===== src/design/plsl_pkg.sv =====
// ============================================================================
// plsl_pkg - shared types and constants of the sensor linearizer
// Field widths, register reset values, register indexes and the payload
// structures that travel between the pipeline stages.
// ============================================================================
package plsl_pkg;

  // Field widths fixed by the register map and the result format.
  localparam int BP_BITS       = 12;
  localparam int STEP_BITS     = 14;
  localparam int POS_BITS      = 16;
  localparam int CFG_IDX_BITS  = 3;
  localparam int CFG_DATA_BITS = 16;
  localparam int NUM_BP        = 5;

  // Default sample width.
  localparam int SAMPLE_BITS_DEF = 12;

  // Datapath widths. The offset into a segment and the segment width both
  // stay below the largest breakpoint, so they fit the breakpoint width.
  localparam int DIFF_BITS = BP_BITS;
  localparam int SPAN_BITS = BP_BITS;
  localparam int PROD_BITS = DIFF_BITS + STEP_BITS;
  localparam int QUOT_BITS = STEP_BITS;

  // The divider resolves this many quotient bits per pipeline stage.
  localparam int DIV_STEPS_PER_STAGE = 2;
  localparam int DIV_STAGES = (QUOT_BITS + DIV_STEPS_PER_STAGE - 1) / DIV_STEPS_PER_STAGE;

  // Register reset values.
  localparam logic [BP_BITS-1:0]   BREAK_ZERO_RST  = 12'd640;
  localparam logic [BP_BITS-1:0]   BREAK_ONE_RST   = 12'd794;
  localparam logic [BP_BITS-1:0]   BREAK_TWO_RST   = 12'd1110;
  localparam logic [BP_BITS-1:0]   BREAK_THREE_RST = 12'd2479;
  localparam logic [BP_BITS-1:0]   BREAK_FOUR_RST  = 12'd4092;
  localparam logic [STEP_BITS-1:0] OUTPUT_STEP_RST = 14'd500;

  // Register indexes on the configuration channel.
  typedef enum logic [CFG_IDX_BITS-1:0] {
    REG_BREAK_ZERO  = 3'd0,
    REG_BREAK_ONE   = 3'd1,
    REG_BREAK_TWO   = 3'd2,
    REG_BREAK_THREE = 3'd3,
    REG_BREAK_FOUR  = 3'd4,
    REG_OUTPUT_STEP = 3'd5
  } cfg_idx_e;

  // Current register contents.
  typedef struct packed {
    logic [NUM_BP-1:0][BP_BITS-1:0] bp;
    logic [STEP_BITS-1:0]           step;
  } cfg_t;

  // Result of the segment search.
  typedef struct packed {
    logic [DIFF_BITS-1:0] diff;
    logic [SPAN_BITS-1:0] span;
    logic [1:0]           seg;
    logic                 sat;
  } cls_t;

  // Divider state: partial remainder, a shift register that gives up
  // dividend bits at the top and takes quotient bits at the bottom, the
  // divisor and the segment base value.
  typedef struct packed {
    logic [SPAN_BITS-1:0] span;
    logic [SPAN_BITS-1:0] rem;
    logic [QUOT_BITS-1:0] lq;
    logic [POS_BITS-1:0]  base;
  } div_t;

endpackage


===== src/design/plsl_cfg.sv =====
// ============================================================================
// plsl_cfg - configuration registers
// Holds the five breakpoints and the output step. Writes are taken in every
// cycle; an index outside the register map is ignored.
// ============================================================================
module plsl_cfg import plsl_pkg::*; #(
  parameter int SAMPLE_BITS = SAMPLE_BITS_DEF
) (
  input  logic                     clk_i,
  input  logic                     rst_ni,
  input  logic                     cfg_valid_i,
  output logic                     cfg_ready_o,
  input  logic [CFG_IDX_BITS-1:0]  cfg_index_i,
  input  logic [CFG_DATA_BITS-1:0] cfg_data_i,
  output cfg_t                     cfg_o
);

  // Written breakpoints keep no bits above the sample width.
  localparam int BpKeep = (SAMPLE_BITS < BP_BITS) ? SAMPLE_BITS : BP_BITS;
  localparam logic [BP_BITS-1:0] BpMask = {BP_BITS{1'b1}} >> (BP_BITS - BpKeep);

  cfg_t                 cfg_q, cfg_d;
  logic [BP_BITS-1:0]   bp_wr;

  assign cfg_ready_o = 1'b1;
  assign bp_wr       = cfg_data_i[BP_BITS-1:0] & BpMask;

  // Register write decode.
  always_comb begin
    cfg_d = cfg_q;
    if (cfg_valid_i) begin
      case (cfg_idx_e'(cfg_index_i))
        REG_BREAK_ZERO:  cfg_d.bp[0] = bp_wr;
        REG_BREAK_ONE:   cfg_d.bp[1] = bp_wr;
        REG_BREAK_TWO:   cfg_d.bp[2] = bp_wr;
        REG_BREAK_THREE: cfg_d.bp[3] = bp_wr;
        REG_BREAK_FOUR:  cfg_d.bp[4] = bp_wr;
        REG_OUTPUT_STEP: cfg_d.step  = cfg_data_i[STEP_BITS-1:0];
        default: ;
      endcase
    end
  end

  // Reset values are loaded as they are, whatever the sample width.
  always_ff @(posedge clk_i or negedge rst_ni) begin
    if (!rst_ni) begin
      cfg_q.bp[0] <= BREAK_ZERO_RST;
      cfg_q.bp[1] <= BREAK_ONE_RST;
      cfg_q.bp[2] <= BREAK_TWO_RST;
      cfg_q.bp[3] <= BREAK_THREE_RST;
      cfg_q.bp[4] <= BREAK_FOUR_RST;
      cfg_q.step  <= OUTPUT_STEP_RST;
    end else begin
      cfg_q <= cfg_d;
    end
  end

  assign cfg_o = cfg_q;

endmodule


===== src/design/plsl_classify.sv =====
// ============================================================================
// plsl_classify - segment search stage
// Compares the sample against the breakpoints in priority order and
// registers the offset into the chosen segment, its width, its number and the saturation flag.
// ============================================================================
module plsl_classify import plsl_pkg::*; #(
  parameter int SAMPLE_BITS = SAMPLE_BITS_DEF
) (
  input  logic                   clk_i,
  input  logic                   rst_ni,
  input  cfg_t                   cfg_i,
  input  logic                   valid_i,
  output logic                   ready_o,
  input  logic [SAMPLE_BITS-1:0] sample_i,
  output logic                   valid_o,
  input  logic                   ready_i,
  output cls_t                   cls_o
);

  localparam int CmpW = (SAMPLE_BITS > BP_BITS) ? SAMPLE_BITS : BP_BITS;

  logic [CmpW-1:0] s_ext, lo_ext, hi_ext;
  logic [CmpW-1:0] b_ext [NUM_BP];
  cls_t            cls_d, cls_q;
  logic            valid_q;

  always_comb begin
    for (int i = 0; i < NUM_BP; i++) begin
      b_ext[i] = CmpW'(cfg_i.bp[i]);
    end
  end

  assign s_ext = CmpW'(sample_i);

  // Priority compare; the clamped cases pass a zero offset over a unit span
  // so the divider yields zero.
  always_comb begin
    cls_d.sat = 1'b0;
    cls_d.seg = 2'd0;
    lo_ext    = s_ext;
    hi_ext    = s_ext + CmpW'(1);
    if (s_ext <= b_ext[0]) begin
      cls_d.seg = 2'd0;
    end else if (s_ext >= b_ext[4]) begin
      cls_d.sat = 1'b1;
    end else if (s_ext < b_ext[1]) begin
      cls_d.seg = 2'd0;
      lo_ext    = b_ext[0];
      hi_ext    = b_ext[1];
    end else if (s_ext < b_ext[2]) begin
      cls_d.seg = 2'd1;
      lo_ext    = b_ext[1];
      hi_ext    = b_ext[2];
    end else if (s_ext < b_ext[3]) begin
      cls_d.seg = 2'd2;
      lo_ext    = b_ext[2];
      hi_ext    = b_ext[3];
    end else begin
      cls_d.seg = 2'd3;
      lo_ext    = b_ext[3];
      hi_ext    = b_ext[4];
    end
    cls_d.diff = DIFF_BITS'(s_ext - lo_ext);
    cls_d.span = SPAN_BITS'(hi_ext - lo_ext);
  end

  assign ready_o = ~valid_q | ready_i;

  always_ff @(posedge clk_i or negedge rst_ni) begin
    if (!rst_ni) begin
      valid_q <= 1'b0;
    end else if (ready_o) begin
      valid_q <= valid_i;
    end
  end

  always_ff @(posedge clk_i) begin
    if (valid_i && ready_o) begin
      cls_q <= cls_d;
    end
  end

  assign valid_o = valid_q;
  assign cls_o   = cls_q;

endmodule


===== src/design/plsl_mul.sv =====
// ============================================================================
// plsl_mul - product stage
// Multiplies the segment offset by the output step and forms the segment
// base value, then seeds the divider state.
// ============================================================================
module plsl_mul import plsl_pkg::*; (
  input  logic clk_i,
  input  logic rst_ni,
  input  cfg_t cfg_i,
  input  logic valid_i,
  output logic ready_o,
  input  cls_t cls_i,
  output logic valid_o,
  input  logic ready_i,
  output div_t div_o
);

  logic [PROD_BITS-1:0] prod;
  logic [POS_BITS-1:0]  step_ext;
  div_t                 div_d, div_q;
  logic                 valid_q;

  assign step_ext = POS_BITS'(cfg_i.step);
  assign prod     = PROD_BITS'(cls_i.diff) * PROD_BITS'(cfg_i.step);

  // Base value: segment number times step, or four steps when saturated.
  always_comb begin
    div_d.span = cls_i.span;
    div_d.rem  = prod[PROD_BITS-1 -: SPAN_BITS];
    div_d.lq   = prod[QUOT_BITS-1:0];
    if (cls_i.sat) begin
      div_d.base = step_ext << 2;
    end else begin
      case (cls_i.seg)
        2'd0:    div_d.base = '0;
        2'd1:    div_d.base = step_ext;
        2'd2:    div_d.base = step_ext << 1;
        2'd3:    div_d.base = (step_ext << 1) + step_ext;
        default: div_d.base = '0;
      endcase
    end
  end

  assign ready_o = ~valid_q | ready_i;

  always_ff @(posedge clk_i or negedge rst_ni) begin
    if (!rst_ni) begin
      valid_q <= 1'b0;
    end else if (ready_o) begin
      valid_q <= valid_i;
    end
  end

  always_ff @(posedge clk_i) begin
    if (valid_i && ready_o) begin
      div_q <= div_d;
    end
  end

  assign valid_o = valid_q;
  assign div_o   = div_q;

endmodule


===== src/design/plsl_div_stage.sv =====
// ============================================================================
// plsl_div_stage - one stage of the restoring divider
// Resolves STEPS quotient bits per stage. The remainder stays below the
// divisor, so each trial subtract works on one bit more than the divisor.
// ============================================================================
module plsl_div_stage import plsl_pkg::*; #(
  parameter int STEPS = DIV_STEPS_PER_STAGE
) (
  input  logic clk_i,
  input  logic rst_ni,
  input  logic valid_i,
  output logic ready_o,
  input  div_t div_i,
  output logic valid_o,
  input  logic ready_i,
  output div_t div_o
);

  div_t div_d, div_q;
  logic valid_q;

  // Shift-and-subtract steps.
  always_comb begin
    logic [SPAN_BITS:0] trial;
    div_d = div_i;
    for (int i = 0; i < STEPS; i++) begin
      trial = {div_d.rem, div_d.lq[QUOT_BITS-1]};
      if (trial >= {1'b0, div_d.span}) begin
        trial    = trial - {1'b0, div_d.span};
        div_d.lq = {div_d.lq[QUOT_BITS-2:0], 1'b1};
      end else begin
        div_d.lq = {div_d.lq[QUOT_BITS-2:0], 1'b0};
      end
      div_d.rem = trial[SPAN_BITS-1:0];
    end
  end

  assign ready_o = ~valid_q | ready_i;

  always_ff @(posedge clk_i or negedge rst_ni) begin
    if (!rst_ni) begin
      valid_q <= 1'b0;
    end else if (ready_o) begin
      valid_q <= valid_i;
    end
  end

  always_ff @(posedge clk_i) begin
    if (valid_i && ready_o) begin
      div_q <= div_d;
    end
  end

  assign valid_o = valid_q;
  assign div_o   = div_q;

endmodule


===== src/design/piecewise_linear_sensor_linearizer_top.sv =====
// ============================================================================
// piecewise_linear_sensor_linearizer_top - four-segment sensor linearizer
// Maps each converter sample through four straight segments between five
// programmable breakpoints and returns the interpolated position.
// ============================================================================
//
//  Channel   Direction  Signals                          Content
//  s_axis    in         s_axis_tvalid/tready/tdata        adc_sample
//  m_axis    out        m_axis_tvalid/tready/tdata        position
//  cfg       in         cfg_valid_i/ready_o/index_i/data_i register writes
//
//  From input transfer to result a sample passes the segment search,
//  multiply, 7 divider stages of 2 quotient bits each, and the final add.
//  One sample is taken per cycle while the output is not stalled.
//  Reset loads the register defaults and empties the pipeline.
//  Every stage has its own ready, so a stalled output fills bubbles first.
//
module piecewise_linear_sensor_linearizer_top import plsl_pkg::*; #(
  parameter int SAMPLE_BITS = SAMPLE_BITS_DEF,
  localparam int InDataBits = ((SAMPLE_BITS + 7) / 8) * 8
) (
  input  logic                     clk_i,
  input  logic                     rst_ni,
  // Input samples.
  input  logic                     s_axis_tvalid,
  output logic                     s_axis_tready,
  input  logic [InDataBits-1:0]    s_axis_tdata,  // [SAMPLE_BITS-1:0] adc_sample
  // Linearized positions.
  output logic                     m_axis_tvalid,
  input  logic                     m_axis_tready,
  output logic [POS_BITS-1:0]      m_axis_tdata,  // [15:0] position
  // Register writes.
  input  logic                     cfg_valid_i,
  output logic                     cfg_ready_o,
  input  logic [CFG_IDX_BITS-1:0]  cfg_index_i,
  input  logic [CFG_DATA_BITS-1:0] cfg_data_i
);

  cfg_t cfg;
  cls_t cls;
  logic cls_valid, cls_ready;
  logic mul_valid, mul_ready;
  div_t mul_div;

  div_t div_pl    [DIV_STAGES+1];
  logic div_valid [DIV_STAGES+1];
  logic div_ready [DIV_STAGES+1];

  logic                out_valid_q;
  logic [POS_BITS-1:0] pos_q, pos_d;
  logic                out_ready;

  // Configuration registers.
  plsl_cfg #(.SAMPLE_BITS(SAMPLE_BITS)) u_cfg (
    .clk_i       (clk_i),
    .rst_ni      (rst_ni),
    .cfg_valid_i (cfg_valid_i),
    .cfg_ready_o (cfg_ready_o),
    .cfg_index_i (cfg_index_i),
    .cfg_data_i  (cfg_data_i),
    .cfg_o       (cfg)
  );

  // Segment search.
  plsl_classify #(.SAMPLE_BITS(SAMPLE_BITS)) u_classify (
    .clk_i    (clk_i),
    .rst_ni   (rst_ni),
    .cfg_i    (cfg),
    .valid_i  (s_axis_tvalid),
    .ready_o  (s_axis_tready),
    .sample_i (s_axis_tdata[SAMPLE_BITS-1:0]),
    .valid_o  (cls_valid),
    .ready_i  (cls_ready),
    .cls_o    (cls)
  );

  // Product and base value.
  plsl_mul u_mul (
    .clk_i   (clk_i),
    .rst_ni  (rst_ni),
    .cfg_i   (cfg),
    .valid_i (cls_valid),
    .ready_o (cls_ready),
    .cls_i   (cls),
    .valid_o (mul_valid),
    .ready_i (mul_ready),
    .div_o   (mul_div)
  );

  assign div_pl[0]    = mul_div;
  assign div_valid[0] = mul_valid;
  assign mul_ready    = div_ready[0];

  // Divider chain.
  for (genvar g = 0; g < DIV_STAGES; g++) begin : g_div
    plsl_div_stage #(.STEPS(DIV_STEPS_PER_STAGE)) u_div_stage (
      .clk_i   (clk_i),
      .rst_ni  (rst_ni),
      .valid_i (div_valid[g]),
      .ready_o (div_ready[g]),
      .div_i   (div_pl[g]),
      .valid_o (div_valid[g+1]),
      .ready_i (div_ready[g+1]),
      .div_o   (div_pl[g+1])
    );
  end

  assign div_ready[DIV_STAGES] = out_ready;

  // Output register: segment base plus the interpolated fraction.
  assign pos_d     = div_pl[DIV_STAGES].base + POS_BITS'(div_pl[DIV_STAGES].lq);
  assign out_ready = ~out_valid_q | m_axis_tready;

  always_ff @(posedge clk_i or negedge rst_ni) begin
    if (!rst_ni) begin
      out_valid_q <= 1'b0;
    end else if (out_ready) begin
      out_valid_q <= div_valid[DIV_STAGES];
    end
  end

  always_ff @(posedge clk_i) begin
    if (div_valid[DIV_STAGES] && out_ready) begin
      pos_q <= pos_d;
    end
  end

  assign m_axis_tvalid = out_valid_q;
  assign m_axis_tdata  = pos_q;

endmodule


===== config.mk =====
export PLATFORM = sky130hd
export DESIGN_NAME = piecewise_linear_sensor_linearizer_top
export DESIGN_NICKNAME = d
export VERILOG_FILES = /design/src/design/plsl_pkg.sv /design/src/design/plsl_cfg.sv /design/src/design/plsl_classify.sv /design/src/design/plsl_mul.sv /design/src/design/plsl_div_stage.sv /design/src/design/piecewise_linear_sensor_linearizer_top.sv
export SDC_FILE = /design/constraint.sdc
export NUM_CORES = 2
export LEC_CHECK = 0
export BUFFER_PORTS_ARGS = -buffer_cell sky130_fd_sc_hd__buf_2
export CORE_ASPECT_RATIO = 0.5
export CORE_UTILIZATION = 38
export CTS_BUF_LIST = sky130_fd_sc_hd__clkbuf_4 sky130_fd_sc_hd__clkbuf_8
export CTS_CLUSTER_SIZE = 14
export DETAILED_ROUTE_END_ITERATION = 10
export GPL_ROUTABILITY_DRIVEN = 0
export PLACE_DENSITY_LB_ADDON = 0.15
export SYNTH_ARGS = -nofsm -noshare
export SYNTH_HDL_FRONTEND = slang
export SYNTH_SLANG_ARGS = --single-unit

===== constraint.sdc =====
create_clock -name clk_i -period 17.9 [get_ports clk_i]
set_input_delay 1.79 -clock clk_i [delete_from_list [all_inputs] [get_ports clk_i]]
set_output_delay 1.79 -clock clk_i [all_outputs]
set_load 0.01 [all_outputs]

# Word-level counts from Yosys, hierarchy flattened
# Cells that the tools add are included.
[totals]
wordCells = 181
register_bits = 535
output_inout_bits = 19
in_bits = 40
[classes]
addsub = 18
mul = 1
mux = 42
magnitude_cmp = 19
bitwise_logic = 20
n_reduce_logical = 20
n_eq_ne = 8
[ops]
columns = ["operator", "count"]
rows = [
  ["12-bit two-way mux", 23],
  ["13-bit by 12-bit greater-or-equal comparator with 1-bit output", 14],
  ["12-bit subtractor", 15],
  ["16-bit case mux with 4 select lines", 1],
  ["12-bit < comparator", 3],
  ["12-bit by 14-bit multiplier with 26-bit output", 1],
  ["1-bit two-way mux", 17],
  ["15-bit by 14-bit adder with 16-bit output", 1],
  ["16-bit by 14-bit adder with 16-bit output", 1],
  ["16-bit two-way mux", 1],
  ["12-bit by 1-bit adder with 12-bit output (second input constant)", 1],
  ["12-bit greater-or-equal comparator", 1],
  ["12-bit less-or-equal comparator", 1],
  ["2-bit AND reduction", 6],
  ["1-bit logical AND", 10],
  ["1-bit inverter", 10],
  ["1-bit bitwise OR", 10],
  ["3-bit by 2-bit equality test with 1-bit output (second input constant)", 2],
  ["3-bit equality test (second input constant)", 2],
  ["2-bit equality test (second input constant)", 2],
  ["4-bit OR reduction", 1],
  ["3-bit by 1-bit equality test with 1-bit output (second input constant)", 1],
  ["3-bit zero test", 1],
  ["3-bit OR reduction", 1],
  ["other kinds (2)", 2],
]

# Logic depth before layout (Yosys ltp)
[depth]
word_depth = 12
depth_mapped = 23
ltp_nobuf = 21

# Hierarchy
# From an unflattened synthesis, not the netlist that was laid out.
[hier_totals]
cells_unflattened = 3432
hier_area_um2 = 38888.5
[by_module_without_submodules]
columns = ["module", "area_per_inst_um2", "cells_per_inst", "seq_area_each_um2", "n_inst"]
rows = [
  ["plsl_div_stage (g_div[1].u_div_stage ...)", 3134.3, 243, 1646.6, 6],
  ["plsl_mul", 8069.0, 842, 1646.6, 1],
  ["plsl_classify", 4773.3, 620, 835.8, 1],
  ["plsl_div_stage (g_div[0].u_div_stage)", 3075.4, 240, 1646.6, 1],
  ["plsl_cfg", 2955.3, 162, 1896.8, 1],
  ["piecewise_linear_sensor_linearizer_top", 1209.9, 110, 505.5, 1],
]

# Worst setup path after synthesis
# No wires, ideal clock.
[synth_timing]
path_kind = "input -> register"
startpoint = "input s_axis_tdata[0]"
endpoint = "register u_classify.cls_q (netlist bit u_classify.cls_o[13]) (data pin)"
required_ns = 17.628
path_buffers = 2
setup_slack_ns = 11.875
path_stages = 23
setup_time_ns = 0.272
t_arrival_ns = 5.753
path_cell_list = "inv_1 ha_1 nand2b_1 a211oi_1 o21bai_1 a221o_1 a31oi_1 and2_1 clkbuf_1 buf_2 nor2_1 a31oi_1 ha_1 inv_1 fa_1 a21o_1 a21oi_1 o21bai_1 a21oi_1 o21bai_1 a21o_1 a41oi_1 o2111ai_1"
[synth_rtl]
columns = ["item", "line_no", "source"]
rows = [
  ["from (decl)", "piecewise_linear_sensor_linearizer_top.sv:27", "input logic [InDataBits-1:0] s_axis_tdata,"],
  ["to (signal assigned)", "plsl_classify.sv:79", "cls_q <= cls_d;"],
  ["to (decl)", "plsl_classify.sv:24", "cls_t cls_d, cls_q;"],
]

==> metrics <==
status=completed; synthesized flop and latch total=535; Avg WL per Cell=16.81 um; Die Y=221.5 um; hold path start=u_classify.cls_o[4]; P&R area growth vs syn=9.548%; Detail Route Antenna Nets=0; initial antenna violation count=2; worst reg-to-reg setup slack=11590 ps; Ys Warns=0; Setup crit start kind=input port; # fillers=9039; Residual DRC=0; Worst path top cell family by delay=compound AO/OA/AOI/OAI gates; Starting Density=38.37%; setup violators final=0; slowest stage delay, CP=520 ps; gr usage total=16.85%; Fin Setup TNS=0 ps; Hold Crit Endpoint=u_mul.div_o[43]; Post-Route Skew=45.79 ps; Port-buffer cells=51; Most used DFF post-synth=edfxtp_1; multi-input logic area=19030 um2; cell count after synthesis=3353; commonest non-fill, non-tap cell in the layout=edfxtp_1; fin. max-slew vios=0; clk_lat worst skew=790 ps; Core Region=95390 um2; CP required=18380 ps; Post-CTS Setup Inserts=0; DR vias/cell=5.123; Worst Hold Depth=0; Worst R2R End=u_mul.div_o[41]; Syn Area/Cell=10.92 um2; CP max FO=45; slowest stage cell, crit path=a31oi_1; asr flop ratio synth=15.70%; worst path cell trace=buf_2 > inv_1 > ha_1 > nand2b_1 > a211oi_1 > o21bai_1 > a221o_1 > a31oi_1 > and2_1 > buf_4 > o311ai_0 > o21ai_0 > ha_1 > a21o_1 > a21oi_1 > o21bai_1 > a21oi_1 > o21bai_1 > a21o_1 > a41oi_1 > o2111ai_1; WP data arrival=7080 ps; Layout Nets=3946; Worst slew margin=32.63%; Synth cell types=93; maximum clock rate=151.6 MHz; Worst-Margin Slew=1010 ps; CP bufs+invs=3; Post-synth EDFFs=451; First DRT Iteration DRCs=1093; Post-Synthesis Net Count=3870; Setup CP Type=in -> reg; Mapped Area=36600 um2; DRT Pass-1 Iters=5; Most Frequent Cell on Critical Path=o21bai_1; period utilization=36.84%; die area=97640 um2; Hold Fails Final Rpt=0; share of layout cells above drive strength 1=12.98%; storage element area=15690 um2; cts bufs inserted=85; Worst-path clk slew=60 ps; CTS Sinks=535; total wire length=80230 um; Hold Path Class=reg -> reg; Die X=440.9 um; vias in the first global route=25134; hpwl dp=60030 um; RSZ-0062 raised after global routing=false; max_cap viols=0; H-tree level count=3; first-pass GRT wire length=131700 um; cts hold-fix bufs=0; CTS tree=built; io pins=59; gr ovfl total=0; Root Buffer=clkbuf_8; cts repair resizes=0; clk buf depth=3; Worst Reg2Reg Path Length in Cells=17; Rows=80; Period minus WS final=6594 ps; most frequent cells in the layout=edfxtp_1 (451), inv_1 (405), ha_1 (340); Vias=24457; largest net degree at the start of global routing=55; critical path capture point type=register; worst reg2reg path startpoint=u_cfg.cfg_o[1]; sequential share of the synthesized area=42.87%
cells by family after synthesis:
group                    count (synthesis)  share of synthesized area (%)
AND/OR/NAND/NOR                        831                          10.94
AO/OA/AOI/OAI                          660                          12.13
flip-flops                             535                          42.87
buffers and inverters                  497                          5.282
adder cells (fa/ha/maj)                477                          19.12
multiplexers                           186                          5.678
XOR/XNOR                               166                          3.972
other                                    1                        0.01025
worst max-delay path by stage:
stage | start | end | depth (start not counted)
CTS | s_axis_tdata[0] | u_classify.cls_o[26] | 20
global route | s_axis_tdata[0] | u_classify.cls_o[25] | 21
floorplan | s_axis_tdata[0] | u_classify.cls_o[13] | 23
global placement | s_axis_tdata[0] | u_classify.cls_o[13] | 21
detailed placement | s_axis_tdata[0] | u_classify.cls_o[26] | 20
finish | s_axis_tdata[0] | u_classify.cls_o[13] | 21
through the flow:
step | std cells | setup slack (ps) | hold WS [ps] | area [um2] | utilization [%]
finish | 4774 | 11310 | 399.5 | 40090 | 42.03
global route | 4773 | 10990 | 395.5 | 40090 | 42.03
CTS | 4768 | 11330 | 385.2 | 40080 | 42.02
detailed placement | 4613 | 10470 | 404.5 | 38310 | 40.16
global placement | 4613 | 10520 | 401.6 | 38310 | 40.16
floorplan | 3353 | 11870 | 400.3 | 36600 | -
registers in the layout (all words and copies together), names as in the netlist:
name	count
u_cfg.cfg_o	74
u_classify.cls_o	27
g_div.u_div_stage.valid_o	7
u_classify.valid_o	1
m_axis_tvalid	1
g_div.u_div_stage.div_o	354
u_mul.div_o	54
m_axis_tdata	16
u_mul.valid_o	1
routing by layer:
layer | share of wire, % | global-route usage, %
met1 | 46 | 21.38
met2 | 48 | 28.75
met3 | 3.3 | 2.887
met4 | 3.2 | 6.106
met5 | 0 | 0
final cells by class:
| type | instances | share of cell area [%] |
|---|---|---|
| clock buffers | 117 | 3.626 |
| diodes | 6 | 0.03745 |
| repair buffers | 79 | 1.167 |
| multi-input cells | 2321 | 47.46 |
| flip-flops and latches | 535 | 39.13 |
| inverters | 407 | 3.810 |
| clock inverters | 38 | 0.7958 |
| well taps | 1271 | 3.966 |
worst register-to-register path, cell delays in order, from the launching register on:
cell and delay [ps]:
dfrtp_1 880, and2_1 260, fa_1 440, fa_1 540, fa_1 560, fa_1 550, inv_1 50, fa_1 520
inv_1 40, ha_1 350, a21o_1 180, a21o_1 180, a21oi_1 290, o21ai_0 290, a21oi_1 390, o311ai_0 190
a21oi_1 200, xnor2_1 100
synthesized netlist by cell type, types with 7 or more instances:
master / instances / share of area, %
a211o_1: 12 / 0.29
a211oi_1: 34 / 0.70
a21boi_0: 15 / 0.31
a21o_1: 59 / 1.2
a21oi_1: 163 / 2.2
a221oi_1: 7 / 0.17
a31oi_1: 24 / 0.41
and2_1: 76 / 1.3
and3_1: 20 / 0.34
buf_2: 15 / 0.21
clkbuf_1: 63 / 0.65
dfrtp_1: 48 / 3.3
dfstp_2: 36 / 2.6
edfxtp_1: 451 / 37
fa_1: 137 / 7.5
ha_1: 340 / 12
inv_1: 405 / 4.2
mux2_1: 8 / 0.25
mux2_2: 137 / 4.2
mux2_4: 7 / 0.29
mux2i_1: 34 / 0.93
nand2_1: 282 / 2.9
nand2b_1: 29 / 0.50
nand3_1: 51 / 0.70
nand4_1: 39 / 0.67
nor2_1: 161 / 1.7
nor2b_1: 41 / 0.70
nor3_1: 64 / 0.88
nor3b_1: 14 / 0.29
o211ai_1: 30 / 0.62
o21a_1: 31 / 0.64
o21ai_0: 137 / 1.9
o21ai_1: 7 / 0.096
o21bai_1: 17 / 0.35
o311ai_0: 20 / 0.48
o31ai_1: 13 / 0.27
or2_2: 12 / 0.21
or3_1: 18 / 0.31
xnor2_1: 114 / 2.7
xor2_1: 52 / 1.2
Power is left out: the tool's default activity adds up to more than one toggle a clock period on the data nets, which glitch-free logic cannot reach.
